<file path="config.mk">
export PLATFORM = sky130hd
export DESIGN_NAME = ilps_score
export DESIGN_NICKNAME = d
export VERILOG_FILES = /design/src/hdl/ilps_pkg.sv /design/src/hdl/ilps_score.sv
export SDC_FILE = /design/constraint.sdc
export NUM_CORES = 1
export LEC_CHECK = 0
export BUFFER_PORTS_ARGS = -buffer_cell sky130_fd_sc_hd__buf_4
export CAP_MARGIN = 20
export CORE_AREA = 2 2 140 142
export DETAILED_ROUTE_END_ITERATION = 8
export DIE_AREA = 0 0 142 144
export PLACE_DENSITY = 0.65
export RECOVER_POWER = 100
export SYNTH_ARGS = -nofsm -noshare
export SYNTH_HDL_FRONTEND = slang
export SYNTH_SLANG_ARGS = --single-unit
</file>
<file path="constraint.sdc">
create_clock -name vclk -period 6.8
set_input_delay 2.04 -clock vclk [all_inputs]
set_output_delay 2.04 -clock vclk [all_outputs]
set_load 0.05 [all_outputs]
</file>
<file path="src/hdl/ilps_pkg.sv">
// ----------------------------------------------------------------------------
// ilps_pkg
// Shared types and constants of the idle link probe selector: field widths,
// link table entry layout, item record, scoring result and sequencer states.
// ----------------------------------------------------------------------------
`default_nettype none

package ilps_pkg;

  // Table geometry
  localparam int unsigned LinkSlots = 64;
  localparam int unsigned SlotW     = (LinkSlots > 1) ? $clog2(LinkSlots) : 1;

  // Fixed field widths
  localparam int unsigned LinkIdxW = 6;
  localparam int unsigned CntW     = 32;
  localparam int unsigned TimeW    = 48;

  // Item mode codes
  localparam logic ModeObserve = 1'b0;
  localparam logic ModeRemove  = 1'b1;

  // One link table entry
  typedef struct packed {
    logic [CntW-1:0]  prev_cnt;
    logic [TimeW-1:0] last_chk;
    logic             tgt;
  } entry_t;

  localparam int unsigned EntryW = $bits(entry_t);

  // One input item
  typedef struct packed {
    logic                mode;
    logic [LinkIdxW-1:0] link_index;
    logic                has_counter_data;
    logic [CntW-1:0]     tx_packet_count;
    logic                has_address;
    logic [TimeW-1:0]    now_time;
    logic                scan_last;
  } item_t;

  // Scoring decision for one observed link
  typedef struct packed {
    logic             wr_en;
    entry_t           wr_entry;
    logic             take;
    logic [TimeW-1:0] age;
  } score_t;

  // Sequencer states
  typedef enum logic [1:0] {
    ST_IDLE,
    ST_EVAL,
    ST_FIN_RD,
    ST_FIN_WR
  } state_e;

endpackage

`default_nettype wire

</file>
<file path="src/hdl/ilps_score.sv">
// ----------------------------------------------------------------------------
// ilps_score
// Scores one observed link against its table entry: traffic checks, counter
// update, age computation and the compare against the current best age.
// ----------------------------------------------------------------------------
`default_nettype none

module ilps_score (
  input  wire ilps_pkg::item_t            item_i,
  input  wire ilps_pkg::entry_t           entry_i,
  input  wire logic                       rtd_i,
  input  wire logic [ilps_pkg::TimeW-1:0] best_age_i,
  output ilps_pkg::score_t                score_o
);
  import ilps_pkg::*;

  logic             in_range;
  logic             scored;
  logic [TimeW-1:0] age;

  assign in_range = (32'(item_i.link_index) < LinkSlots);
  // modulo 2^48 by width
  assign age      = item_i.now_time - entry_i.last_chk;

  always_comb begin
    score_o          = '0;
    score_o.age      = age;
    score_o.wr_entry = entry_i;
    scored           = in_range;
    if (in_range && rtd_i) begin
      if (!item_i.has_counter_data) begin
        scored = 1'b0;
      end else if (entry_i.prev_cnt != item_i.tx_packet_count) begin
        // fresh traffic: restamp and skip
        scored                    = 1'b0;
        score_o.wr_en             = 1'b1;
        score_o.wr_entry.prev_cnt = item_i.tx_packet_count;
        score_o.wr_entry.last_chk = item_i.now_time;
      end
    end
    score_o.take = scored && (age > best_age_i);
  end

endmodule

`default_nettype wire

</file>
==> results.ini, run 1 <==
[hold_path]
hold_start=entry_i[0]
hold_path_class=primary input to output pin

[sta]
grt_setup_unrepaired=true
fin_crit_sh_pct=111
max_slew_margin_pct=58.3
slew_violations=0
setup_violations=1
setup_slack_ns=-0.764
clock.fmax_mhz=132
finalHoldViolCount=0
tightest_slew_ns=0.618
period_needed_ns=7.56

[routing]
drtIter0Drc=243
dr.pass1.iters=4
wirelength_mm=23.4
ant_nets=0
wire_per_inst_um=15.0
drcViolationCount=0
vias=7627
viasPerCell=4.89

[outcome]
status=complete, but fails checks
failed_checks=setup timing

[worst_setup_path]
slowest_stage=a2111oi_4
cp_data_arrival_time_ns=5.52
crit_required_ns=4.76
crit_top_cell=buf_4
crit_path_max_fanout=3
worstSetupEndpointType=output pin
slowest_delay_ns=0.38
crit_type=primary input to output pin
crit_start=item_i[1]
critPathLaunchType=primary input

[grt]
antenna_found_initial=0
grt_first_pass_wirelength_mm=35.1
grt-ovfl-total=0
grt_util_all_layers_pct=21.2
grt_pass1_vias=7467
grt_start_max_net_pins=33

[layout]
drive_above_1_share_pct=55.0
fin_cells=1559
seq_cell_count=0
regArea_um2=0
num-fill-cells=1843
syn2layout_area_growth_pct=88.9
clkbuf_count=0
diodes=0
final_nets=1639

[pwr]
totalPowerFinal_mw=1.51
comb_power_share_pct=100.0
p_sw_uw=860
vdd.ir_drop.worst_mv=0.0722
power.share.switching_pct=57.0
pwr_density_cell_nw_per_um2=142
power_frac_clock_pct=0
p_int_uw=649
seqPwrFrac_pct=0
p_leak_nw=5.71

[placement]
place_congestion=0.855
port_buffers=340
dp_hpwl_mm=21.1
dpl.cell_count=1550

[synthesis]
syn_inst=777
syn_area_um2=5610
ys_seq_area_share_pct=0
syn_nets=1093
avgSynthCellArea_um2=7.23
synth_warnings=0
yosysUniqueCellTypes=60

[floorplan]
die_h_um=144
num_rows=51
die-area_um2=20400
fp.dieW_um=142
core_um2=19100
start_util_pct=29.4
io_pins=351

[flow_run]
maxCapViolations=0

[clocking]
hold_buffers=0

## metrics by stage
stage	utilization, %	cell area, um2	setup WS [ns]	hold WS [ns]	TNS, ns
floorplan	-	5970	-0.705	4.25	-0.705
global placement	54.4	10400	-1.04	4.08	-1.15
detailed placement	54.4	10400	-1.02	4.08	-1.13
CTS	55.8	10600	-0.776	4.08	-0.788
global route	55.6	10600	-0.938	4.08	-4.08
finish	55.6	10600	-0.764	4.08	-0.764
## worst max-delay path, delay by kind of cell
kind	cells	cell delay [ns]
and+or+nand+nor	6	0.64
xor gates and xnor gates	1	0.16
adders and majority gates	3	0.60
AOI/OAI and AO/OA	7	1.14
buffers and inverters	8	0.94
## what timing repair did
action                                 4_1_cts  5_1_grt
resized for setup                           46       21
pin swaps                                   33        7
endpoints found under the hold margin        0        0
buffers inserted                             8        3
setup endpoints to repair                    2        8
## placed cells by master, fill, tap and decap left out, types with 3 or more instances in the layout
cell	n
buf_4	524
inv_1	106
ha_1	87
mux2_2	78
a21oi_1	61
nand2_1	44
a21o_1	43
xor2_1	36
nor2_1	34
o21ai_0	23
nand4_1	22
clkbuf_2	17
xnor2_1	16
clkbuf_1	16
o21bai_1	14
a21oi_2	12
nor3_1	12
xnor2_2	11
nand3_1	10
nor2b_1	9
o21a_1	9
nor4_1	9
nand2_2	7
xor2_2	7
ha_4	7
buf_6	6
o21ai_1	5
buf_8	5
o21ai_2	4
a31oi_1	4
and3_1	4
or3_1	4
nand3_2	4
inv_2	3
o31a_1	3
o211ai_1	3
xor2_4	3
a21oi_4	3
nor2_4	3
## area by class of cell
type / instances / area [um2] / area share, %
Multi-Input combinational cell: 641 / 5650 / 53.3
Tap cell: 238 / 298 / 2.81
Timing Repair Buffer: 570 / 4230 / 39.9
Inverter: 110 / 425 / 4.01
## layer usage
metal / up-vias / part of all wire, % / track usage, %
li1: 3856 / - / -
met1: 3474 / 40 / 24.7
met2: 261 / 50 / 40.2
met3: 36 / 5.8 / 2.28
met4: 0 / 3.4 / 6.95
met5: - / 0 / 0
## cell families (layout without fill, tap and decap cells)
family | after synthesis | count (layout) | share of synthesized area [%]
simple gates | 178 | 178 | 15.9
xor+xnor | 73 | 73 | 11.4
compound gates | 214 | 214 | 25.4
buf+inv | 136 | 680 | 9.78
fa+ha+maj | 96 | 96 | 21.5
mux | 80 | 80 | 16.0
## cell usage after synthesis (2+ instances only)
cell type / instances / area share, %
a2111o_1: 2 / 0.40
a2111oi_0: 2 / 0.31
a211oi_1: 5 / 0.67
a21o_1: 43 / 5.7
a21oi_1: 73 / 6.5
a21oi_2: 3 / 0.47
a31oi_1: 4 / 0.45
and2_1: 2 / 0.22
and3_1: 4 / 0.45
buf_2: 16 / 1.4
buf_4: 3 / 0.40
clkbuf_1: 6 / 0.40
ha_1: 95 / 21
inv_1: 110 / 7.4
mux2_2: 79 / 16
nand2_1: 48 / 3.2
nand2_2: 3 / 0.33
nand2b_1: 2 / 0.22
nand3_1: 14 / 1.2
nand4_1: 22 / 2.5
nor2_1: 39 / 2.6
nor2b_1: 9 / 1.0
nor3_1: 14 / 1.2
nor4_1: 10 / 1.1
o211ai_1: 3 / 0.40
o21a_1: 9 / 1.2
o21ai_0: 25 / 2.2
o21ai_1: 7 / 0.62
o21bai_1: 14 / 1.9
o31a_1: 3 / 0.47
o31ai_1: 3 / 0.40
o41ai_2: 2 / 0.58
or2_2: 2 / 0.22
or3_1: 4 / 0.45
xnor2_1: 27 / 4.2
xor2_1: 46 / 7.2
## path summary, 6_finish.rpt
kind	depth (start not counted)	slack (ns)	end
setup / recovery	25	-0.76	score_o[48]
hold / removal	0	4.08	score_o[49]
## power by group through the flow
stage               Clock (mW)  Sequential [mW]  Combinational [mW]
finish                       0                0                1.51
global route                 0                0                1.61
CTS                          0                0                1.53
detailed placement           0                0                1.49
global placement             0                0                1.47
floorplan                    0                0               0.878
Power figures use the tool's default switching activity.
==> run 2, diff against run 1 <==
--- a/config.mk
+++ b/config.mk
@@ -7,10 +7,10 @@
 export LEC_CHECK = 0
 export BUFFER_PORTS_ARGS = -buffer_cell sky130_fd_sc_hd__buf_4
 export CAP_MARGIN = 20
-export CORE_AREA = 2 2 140 142
+export CORE_AREA = 2 2 135 137
 export DETAILED_ROUTE_END_ITERATION = 8
-export DIE_AREA = 0 0 142 144
-export PLACE_DENSITY = 0.65
+export DIE_AREA = 0 0 137 139
+export PLACE_DENSITY = 0.69
 export RECOVER_POWER = 100
 export SYNTH_ARGS = -nofsm -noshare
 export SYNTH_HDL_FRONTEND = slang
==> results.ini, run 2 (same netlist as run 1, synthesis figures left out) <==
[pwr]
totalPowerFinal_mw=1.57  ; +4.0%
vdd.ir_drop.worst_mv=0.0967  ; +34%
pwr_density_cell_nw_per_um2=145  ; +2.0%
p_leak_nw=5.77  ; +1.0%

[sta]
fin_crit_sh_pct=112  ; +1.1 points
tightest_slew_ns=0.796  ; +0.178 ns
hold_ws_ns=4.08  ; +0.0000700 ns
grt_setup_unrepaired=true
setup_slack_ns=-0.840  ; -0.0756 ns
slew_violations=0  ; unchanged
setup-tns-final_ns=-0.892  ; -0.128 ns
clock.fmax_mhz=131  ; -0.99%
setup_violations=2  ; +1
max_slew_margin_pct=46.9  ; -11 points
period_needed_ns=7.64  ; +0.0756 ns
finalHoldViolCount=0  ; unchanged

[grt]
antenna_found_initial=1  ; +1
grt-ovfl-total=0  ; unchanged
grt_start_max_net_pins=58  ; +76%
grt_util_all_layers_pct=23.2  ; +2.0 points
grt_first_pass_wirelength_mm=36.2  ; +3.3%
grt_pass1_vias=7619  ; +2.0%

[worst_setup_path]
slowest_stage=a2111o_1
critPathLaunchType=primary input
crit_type=primary input to output pin
crit_required_ns=4.76  ; about the same
crit_path_max_fanout=3  ; unchanged
worstSetupEndpointType=output pin
cp_data_arrival_time_ns=5.60  ; +0.08 ns
crit_chain=buf_4 > ha_1 > a2111o_1 > o211ai_1 > nand2_2 > a31oi_4 > o31a_4 > mux2i_4 > a211oi_4 > ha_1 > a21o_1 > a21o_1 > a21oi_2 > o21ai_1 > nand2_1 > nand2_2 > nor2_4 > a21oi_4 > buf_8
slowest_delay_ns=0.46  ; +0.08 ns

[layout]
syn2layout_area_growth_pct=92.5
seq_cell_count=0  ; unchanged
fin_cells=1549  ; -0.64%
num-fill-cells=1603  ; -13%
drive_above_1_share_pct=56.4  ; +1.4 points
regArea_um2=0  ; unchanged
final_nets=1637  ; -0.12%
layout_common_cells=buf_4 (545), inv_1 (107), ha_1 (84)
final_common_cell=buf_4
clkbuf_count=0  ; unchanged

[floorplan]
start_util_pct=31.8  ; +2.4 points
num_rows=49  ; -3.9%
fp.dieW_um=137  ; -3.5%
io_pins=351  ; unchanged
die_h_um=139  ; -3.5%
die-area_um2=19000  ; -6.9%
core_um2=17700  ; -7.5%

[routing]
wirelength_mm=23.7  ; +1.1%
dr.pass1.iters=5  ; +1
ant_nets=0  ; unchanged
drcViolationCount=0  ; unchanged
drtIter0Drc=308  ; +27%
viasPerCell=4.96  ; +1.5%
vias=7690  ; +0.83%
wire_per_inst_um=15.3  ; +1.7%

[placement]
dpl.cell_count=1537  ; -0.84%
place_congestion=0.907  ; +6.0%
dp_hpwl_mm=20.9  ; -1.0%
port_buffers=340  ; unchanged

[hold_path]
whs_endpoint=score_o[49]
hold_start=entry_i[0]
whs_path_depth=0  ; unchanged
hold_path_class=primary input to output pin

[outcome]
status=complete, but fails checks
failed_checks=setup timing

[clocking]
hold_buffers=0  ; unchanged

[flow_run]
maxCapViolations=0  ; unchanged

[run 2: layer usage]
layer	share of wire [%]	wire [um]	GRT usage, %
met5	0	0	0
met4	3.7	877	8.52
met2	51	12100	42.5
met1	39	9260	27.4
met3	5.9	1400	2.34
[run 2: how the worst max path moves through the flow]
| stage | start | endpoint | slack, ns |
|---|---|---|---|
| 2_1_floorplan | item_i[1] | score_o[48] | -0.70 |
| 3_3_place_gp | item_i[1] | score_o[48] | -1.09 |
| 3_5_place_dp | item_i[1] | score_o[48] | -1.14 |
| 4_1_cts | item_i[1] | score_o[48] | -0.79 |
| 5_1_grt | entry_i[14] | score_o[48] | -1.01 |
| 6_report | item_i[7] | score_o[48] | -0.84 |
[run 2: power breakdown]
group / total (mW) / internal (mW) / switching, mW
registers: 0 / 0 / 0
logic: 1.57 / 0.689 / 0.879
clock network: 0.0000000198 / 0.0000000198 / 0
total: 1.57 / 0.689 / 0.879
[run 2: what timing repair did]
item / CTS / global route
pin swaps: 37 / 26
setup buffers: 7 / 6
endpoints found under the setup margin: 4 / 5
resized for setup: 57 / 30
[run 2: through the flow]
stage | worst slack, ns | cell area (um2) | util [%]
floorplan | -0.705 | 5970 | -
global placement | -1.09 | 10300 | 58.5
detailed placement | -1.14 | 10300 | 58.5
CTS | -0.794 | 10700 | 60.3
global route | -1.01 | 10800 | 61.2
finish | -0.840 | 10800 | 61.2
[run 2: worst max-delay path, delay by kind of cell]
kind                       cells  cell delay (ns)
AOI/OAI and AO/OA             10             1.91
adders and majority gates      2             0.65
and+or+nand+nor                4             0.46
buffers and inverters          2             0.27
muxes                          1             0.24
[run 2: layout make-up]
class	instances	area (um2)	share of cell area, %
Antenna cell	1	2.50	0.0232
Inverter	110	428	3.96
Multi-Input combinational cell	641	5780	53.5
Tap cell	229	287	2.65
Timing Repair Buffer	568	4310	39.9
