`src/hdl/ilps_ram.sv`:
```
// ----------------------------------------------------------------------------
// ilps_ram
// Generic single-write, single-read synchronous RAM with registered read data.
// ----------------------------------------------------------------------------
`default_nettype none

module ilps_ram #(
  parameter int unsigned Width = 8,
  parameter int unsigned Depth = 16,
  localparam int unsigned AddrW = (Depth > 1) ? $clog2(Depth) : 1
) (
  input  wire logic             clk_i,
  input  wire logic             we_i,
  input  wire logic [AddrW-1:0] waddr_i,
  input  wire logic [Width-1:0] wdata_i,
  input  wire logic             re_i,
  input  wire logic [AddrW-1:0] raddr_i,
  output logic      [Width-1:0] rdata_o
);

  logic [Width-1:0] mem [Depth];

  // Write port
  always_ff @(posedge clk_i) begin
    if (we_i) begin
      mem[waddr_i] <= wdata_i;
    end
  end

  // Registered read port
  always_ff @(posedge clk_i) begin
    if (re_i) begin
      rdata_o <= mem[raddr_i];
    end
  end

endmodule

`default_nettype wire

```
`config.mk`:
```
export PLATFORM = sky130hd
export DESIGN_NAME = ilps_ram
export DESIGN_NICKNAME = d
export VERILOG_FILES = /design/src/hdl/ilps_ram.sv
export SDC_FILE = /design/constraint.sdc
export NUM_CORES = 1
export LEC_CHECK = 0
export BUFFER_PORTS_ARGS = -buffer_cell sky130_fd_sc_hd__buf_2
export CORE_MARGIN = 2
export CORE_UTILIZATION = 60
export DETAILED_ROUTE_END_ITERATION = 10
export GPL_TIMING_DRIVEN = 0
export MAX_ROUTING_LAYER = met4
export PLACE_DENSITY = 0.78
export SETUP_SLACK_MARGIN = 0.5
export SYNTH_ARGS = -nofsm -noshare
export SYNTH_HDL_FRONTEND = slang
export SYNTH_SLANG_ARGS = --single-unit
```
`constraint.sdc`:
```
create_clock -name clk_i -period 4.45 [get_ports clk_i]
set_clock_uncertainty 0.05 [all_clocks]
set_input_delay 0.6675 -clock clk_i [delete_from_list [all_inputs] [get_ports clk_i]]
set_output_delay 0.6675 -clock clk_i [all_outputs]
set_load 0.05 [all_outputs]
```
==> results.txt, run 1 <==
- Outcome: finished clean
- The worst path needs 2.224 ns of the cycle, external delays included.
- Master cell of the clock root buffer: sky130_fd_sc_hd__clkbuf_8
* CTS tree: yes
- Number of enable-type register cells in the synthesized netlist: 136
- In the finished design, the share of the clock period the worst path needs comes to 49.99%.
- Across every metal layer, demand over resource in global routing totals 23.10%.
* Number of buffer cells added on primary ports: 25
- Per-cell routed wire length: 25.03 µm
- Area after detailed placement: 5488 µm²
- The die is 97.34 µm tall.
* Core region area: 8593 µm²
- Fin area: 6127 µm²
- End-of-flow core utilization: 71.30%
- The die covers 9475 µm².
* Count of antenna diodes in the layout: 0
- In this run the static leakage power is 2.066 nW.
- Of the synthesized area, sequential elements account for 78.12%.
- After synthesis the cells add up to 5228 µm².
- Highest clock frequency the design can meet: 449.5 MHz
* Start-to-end type of the worst setup path: in -> reg
* Post-synth top cells: sky130_fd_sc_hd__edfxtp_1, sky130_fd_sc_hd__mux4_2, sky130_fd_sc_hd__a22oi_1
- Latest clock arrival within the worst-skew pair: 0.52 ns
* Number of antenna violations at the first check in global routing: 0
* Average size of a mapped cell: 22.83 µm²
- Initial core utilization: 60.83%
* Largest net degree at the start of global routing: 17
* Maximum fanout count along the critical path: 8
* Top cells by area, synth: sky130_fd_sc_hd__edfxtp_1, sky130_fd_sc_hd__mux4_2, sky130_fd_sc_hd__mux4_1
- Library cell with the highest instance count after synthesis: sky130_fd_sc_hd__edfxtp_1
* Residual antenna-violating net count after detailed routing: 0
- The worst setup path is captured at a flip-flop.
- Kind of path behind the tightest hold check: in -> reg
- The HPWL after detailed placement is 5994 µm.
- Global routing finished with a remaining overflow of 0.
* First-pass GRT wire length: 14,850 µm
- Quantity of hold-fixing buffers added after cts: 0
* Slew at the pin closest to its max-slew limit: 1.277 ns
- Worst IR drop on VDD: 0.0003133 V
- Fill cells in the final layout number 488.
- Cell type with the largest total area after synthesis: sky130_fd_sc_hd__edfxtp_1
- Count of buffers added by post-CTS timing repair for setup: 0
* Syn Nets: 248
- Via total after detailed routing: 2,489
- The first TritonRoute pass finished after 5 iterations.
- The number of hold violations in the final report was 0.
- Synthesized netlist cell count: 229
* Die width: 97.34 µm
- Before CTS, the worst setup slack after placement is 1.696 ns.
* Number of distinct standard cells referenced by the synthesized netlist: 18
- For this run, the number of Yosys warnings is 0.
* Number of buffers inserted during clock tree synthesis: 17
- For this run, the post-layout net count is 292.
- Vias in the first global route: 2,523
- Measured against its own limit, the worst slew margin works out to 14.24%.
- Using the TritonRoute via totals, the vias-per-cell ratio works out to 6.317.
* Critical path arrival: 2.30 ns
- Setup repair after global routing left no endpoint under its margin.
- The clock passes through at most 2 buffers.
- The initialized floorplan defines 34 standard-cell rows.
- Ratio of cells with drive above 1 in the final layout: 30.07%
- Count of instances resized after the clock tree is built: 0
- The final layout contains routed wiring with a total length of 9861 µm.
* Most frequently used flop master after synthesis: sky130_fd_sc_hd__edfxtp_1
- Total instance count after detailed placement: 362
- After clock tree synthesis, the clock-pin slew on the worst setup and hold paths is 0.06 ns.
* Overall power consumption: 3.102 mW
- Total number of H-tree levels: 4
- Number of top-level pins: 27
- First DRT Iteration DRCs: 249
* Number of remaining DRC errors: 0
- The worst path meets setup with 2.226 ns of slack.
- STA classifies the critical path startpoint as an input port.
- The top cell type by area accounts for 78.12% of the synthesized area.
- CTS sink count: 136
- For the worst setup path, the data required time is 4.52 ns.
* Max Slew Vio Count: 0
* Seq cells post-synth: 136
- Number of violations of the max-capacitance limit: 0
* Final Non-Filler Cells: 394
- Compared with the post-synthesis result, the final layout area differs by 17.21%.
* Placer Congestion: 0.6934
- Final-layout setup total negative slack: 0 ns
- For this run, asynchronously set or reset flops after synthesis account for 0%.
- P per Cell Area: 506.2 nW/µm²
* Min Hold Slack: 0.4527 ns
- Setup violations remaining at the end of the flow were counted as 0.
-- flip-flops by register name (all words and copies together) (netlist names) --
name / flops
mem: 128
rdata_o: 8
-- final cells by class --
type / instances / area [µm²] / area share [%]
clock buffers: 17 / 414.1 / 6.759
flip-flops and latches: 136 / 4084 / 66.65
repair buffers: 25 / 125.1 / 2.042
well taps: 108 / 135.1 / 2.205
multi-input cells: 83 / 1057 / 17.26
plain buffers: 10 / 86.33 / 1.409
clock inverters: 15 / 225.2 / 3.676
-- critical path: stages --
cell and delay, ns:
sky130_fd_sc_hd__buf_2 0.11, sky130_fd_sc_hd__or3b_2 0.53, sky130_fd_sc_hd__nor3_1 0.98
-- cells by family after synthesis --
logic type / after synthesis / synth area share, %
mux: 32 / 14.79
flops: 136 / 78.12
simple gates: 35 / 3.136
compound gates: 16 / 2.298
buf+inv: 10 / 1.651
-- power by group --
group          switching [mW]  internal, mW  total (mW)
Sequential            0.00671          1.44        1.45
Clock                   0.527         0.969        1.50
Combinational          0.0999        0.0557       0.156
-- final timing paths --
path,startpoint,endpoint,slack (ns),cells after the start
max,waddr_i[2],mem[0][0]$_DFFE_PP_,2.23,3
min,re_i,rdata_o[0]$_DFFE_PP_,0.45,1
max reg2reg,mem[6][0]$_DFFE_PP_,rdata_o[0]$_DFFE_PP_,2.78,3
min reg2reg,mem[8][4]$_DFFE_PP_,rdata_o[4]$_DFFE_PP_,0.74,3
-- layout by cell type (no fill, tap or decap), drive strengths merged, types with 2 or more instances in the layout --
cell type	Yosys	layout
clkdlybuf4s25	3	3
buf	7	32
clkbuf	0	17
clkinv	0	8
edfxtp	136	136
nand2b	2	2
nor2	13	13
bufinv	0	5
nand3b	2	2
nor3	4	4
nand2	9	9
a22oi	16	16
mux4	32	32
-- routing by layer --
layer / vias up / GRT usage (%) / share of wire [%]
met2: 120 / 34.51 / 49
met5: - / - / 0
met4: 0 / 7.158 / 1.4
met3: 12 / 6.115 / 6.4
met1: 1285 / 32.24 / 43
li1: 1072 / - / -
(Power assumes the default switching activity.)
==> run 2: changes to the inputs <==
==> constraint.sdc (replaced) <==
create_clock -name clk_i -period 2.2 [get_ports clk_i]
set_clock_uncertainty 0.05 [all_clocks]
set_input_delay 0.33 -clock clk_i [delete_from_list [all_inputs] [get_ports clk_i]]
set_output_delay 0.33 -clock clk_i [all_outputs]
set_load 0.05 [all_outputs]
==> results.txt, run 2 (synthesized netlist as in run 1, its figures left out) <==
* Avg Vias per Cell: 6.477 (+2.5%)
- The part of the total power dissipated in combinational logic came to 5.3% (+0.3 points).
- The width of the die is 97.34 µm (unchanged).
* Critical path arrival: 1.84 ns (-0.46 ns)
- The flow ran to the end, and the final reports show no timing, DRC or antenna violations.
- The total clock buffers created by CTS is 17 (unchanged).
- Max Slew Vio Count: 0 (unchanged)
- Largest net degree at the start of global routing: 17 (unchanged)
- Area added between synthesis and finish: 16.28%
- RSZ-0062 raised after global routing: false
- The minimum hold slack came to 0.1054 ns (-0.3473 ns).
- Master cell of the clock root buffer: sky130_fd_sc_hd__clkbuf_8
- Quantity of hold-fixing buffers added after cts: 0 (unchanged)
- Number of fill cells: 497 (+1.8%)
- Clock share of power: 45.5% (-2.7 points)
- Startpoint Class: flip-flop
- The final antenna diode count came to 0 (unchanged).
- First-pass GRT wire length: 14,850 µm (unchanged)
- The deepest clock path buffer count came to 2 (unchanged).
- Slew at the pin closest to its max-slew limit: 1.231 ns (-0.04547 ns)
* Area enclosed by the die boundary: 9475 µm² (unchanged)
- The worst setup path is captured at a flip-flop.
- The DRC violation count after routing is 0 (unchanged).
- Switching Fraction: 20.53% (+0.094 points)
- Total routing resource utilization after global routing: 23.02% (-0.084 points)
- HPWL after detailed placement: 6290 µm (+4.9%)
- The worst hold path belongs to the class in -> reg.
- Worst slew slack as a fraction of its limit: 17.29% (+3.1 points)
- The final cell utilization of the core came to 70.73% (-0.57 points).
- Number of antenna violations at the first check in global routing: 0 (unchanged)
- Setup violators final: 0 (unchanged)
* Final net count: 292 (unchanged)
* Count of instances resized after the clock tree is built: 0 (unchanged)
- The worst register-to-register path begins at mem[6][3]$_DFFE_PP_.
* Start-to-end type of the worst setup path: reg -> reg
- The buffer count from post-CTS setup fixing came to 0 (unchanged).
- The final weighted congestion in routability-driven placement is 0.7059 (+1.8%).
- The standard-cell row count is 34 (unchanged).
- The total number of clock tree sinks came to 136 (unchanged).
* Vias in the first global route: 2,557 (+1.3%)
- The total I/O pin count is 27 (unchanged).
* Latest clock arrival within the worst-skew pair: 0.52 ns (about the same)
- The largest registers in the layout are mem (128), rdata_o (8).
- Number of buffer cells added on primary ports: 25 (unchanged)
- Static timing analysis puts the maximum clock frequency at 615.4 MHz.
* Core region area: 8593 µm² (unchanged)
* Initial core utilization: 60.83% (unchanged)
* Share of total power in sequential cells: 49.2% (+2.4 points)
- In this run the critical register-to-register path is captured at rdata_o[3]$_DFFE_PP_.
- The ratio of total power to cell area came to 981.8 nW/µm² (+94%).
- Number of violations of the max-capacitance limit: 0 (unchanged)
- Min-Delay Endpoint: rdata_o[7]$_DFFE_PP_
- The final cell area excluding filler cells was 6078 µm² (-0.80%).
* Slack of the worst reg-to-reg path: 0.58 ns (-2.20 ns)
- The number of levels the H-tree was split into came to 4 (unchanged).
- The number of hold violations in the final report was 0 (unchanged).
- Most frequent cells in the layout: sky130_fd_sc_hd__edfxtp_1, sky130_fd_sc_hd__buf_2, sky130_fd_sc_hd__mux4_2, sky130_fd_sc_hd__a22oi_1, sky130_fd_sc_hd__clkbuf_16
- The number of cells on the worst hold path was 1 (unchanged).
- Via total after detailed routing: 2,552 (+2.5%)
- Endpoint required time on the critical path: 2.41 ns (-2.11 ns)
- Maximum fanout count along the critical path: 1 (-7)
- Clock-pin slew on the worst setup and hold paths: 0.06 ns (about the same)
- Final Cycle Share: 73.86%
- Ratio of cells with drive above 1 in the final layout: 30.42% (+0.35 points)
- The total overflow reported by the global router is 0 (unchanged).
- P_leak: 2.031 nW (-1.7%)
- First-pass detailed-route iteration total: 6 (+1)
- After layout, the minimum clock period comes to 1.625 ns.
- Most common cell after layout, fill and taps aside: sky130_fd_sc_hd__edfxtp_1
- Power Internal: 4.742 mW (+92%)
- The number of nets with antenna violations after routing was 0 (unchanged).
- First DRT Iteration DRCs: 332 (+33%)
- Area after detailed placement: 5493 µm² (about the same)
- Register ranked first by flip-flop count: mem
- Power dissipated by switching net loads: 1.225 mW (+93%)
* R2r worst-path depth: 3 (unchanged)
- Worst IR drop on VDD: 0.0006125 V (+95%)
- CTS tree: yes
- Per-cell routed wire length: 25.34 µm (+1.2%)
* Source of the worst hold timing path: re_i
- Die height: 97.34 µm (unchanged)
- The post-detailed-routing wire length was 9984 µm (+1.2%).
* Flip-flop count of the largest register, all copies and words added: 128 (unchanged)
run 2: power groups by stage:
stage / Combinational (mW) / Clock [mW] / Sequential [mW]
floorplan: 0.148 / 0 / 3.03
global placement: 0.303 / 0 / 2.98
detailed placement: 0.315 / 0 / 2.99
CTS: 0.318 / 2.75 / 2.94
global route: 0.335 / 2.85 / 2.94
finish: 0.318 / 2.72 / 2.93
run 2: area by class of cell:
| class | instances | area (µm²) | share of cell area (%) |
|---|---|---|---|
| multi-input combinational | 83 | 1072 | 17.64 |
| buffer | 10 | 86.33 | 1.420 |
| clock inverter | 14 | 157.7 | 2.594 |
| tap | 108 | 135.1 | 2.223 |
| timing repair buffer | 25 | 125.1 | 2.058 |
| sequential | 136 | 4084 | 67.19 |
| clock buffer | 18 | 417.9 | 6.875 |
run 2: worst max-delay path, cell delays in order, from the launching register on:
cell                       delay, ns
sky130_fd_sc_hd__edfxtp_1       0.37
sky130_fd_sc_hd__mux4_1         0.57
sky130_fd_sc_hd__a22oi_1        0.26
sky130_fd_sc_hd__nand2_1        0.11
run 2: metrics by stage:
| stage | total power [mW] | worst slack, ns | TNS [ns] | instances |
|---|---|---|---|---|
| after detailed placement | 3.303 | -0.02416 | -0.1908 | 362 |
| after global placement | 3.285 | 0.05829 | 0 | 362 |
| after global routing | 6.126 | 0.5338 | 0 | 394 |
| final | 5.968 | 0.5752 | 0 | 394 |
| after CTS | 5.998 | 0.5201 | 0 | 394 |
| after floorplan | 3.177 | 0.5376 | 0 | 229 |
run 2: how the worst max path moves through the flow:
stage                                   start                    to  cells after the start
after CTS                          waddr_i[2]   mem[8][5]$_DFFE_PP_                      3
final                     mem[6][3]$_DFFE_PP_  rdata_o[3]$_DFFE_PP_                      3
after global routing      mem[5][3]$_DFFE_PP_  rdata_o[3]$_DFFE_PP_                      3
after floorplan                    raddr_i[0]  rdata_o[1]$_DFFE_PP_                      5
after detailed placement           waddr_i[2]   mem[8][1]$_DFFE_PP_                      3
after global placement             waddr_i[2]   mem[8][1]$_DFFE_PP_                      3
run 2: routing by layer:
| metal | wire, µm | up-vias | global-route usage [%] | share of wire (%) |
|---|---|---|---|---|
| met5 | 0 | - | - | 0 |
| met4 | 150 | 0 | 10.04 | 1.5 |
| met3 | 837 | 18 | 5.468 | 8.4 |
| met2 | 4977 | 149 | 33.97 | 50 |
| met1 | 4018 | 1311 | 31.56 | 40 |
| li1 | - | 1074 | - | - |
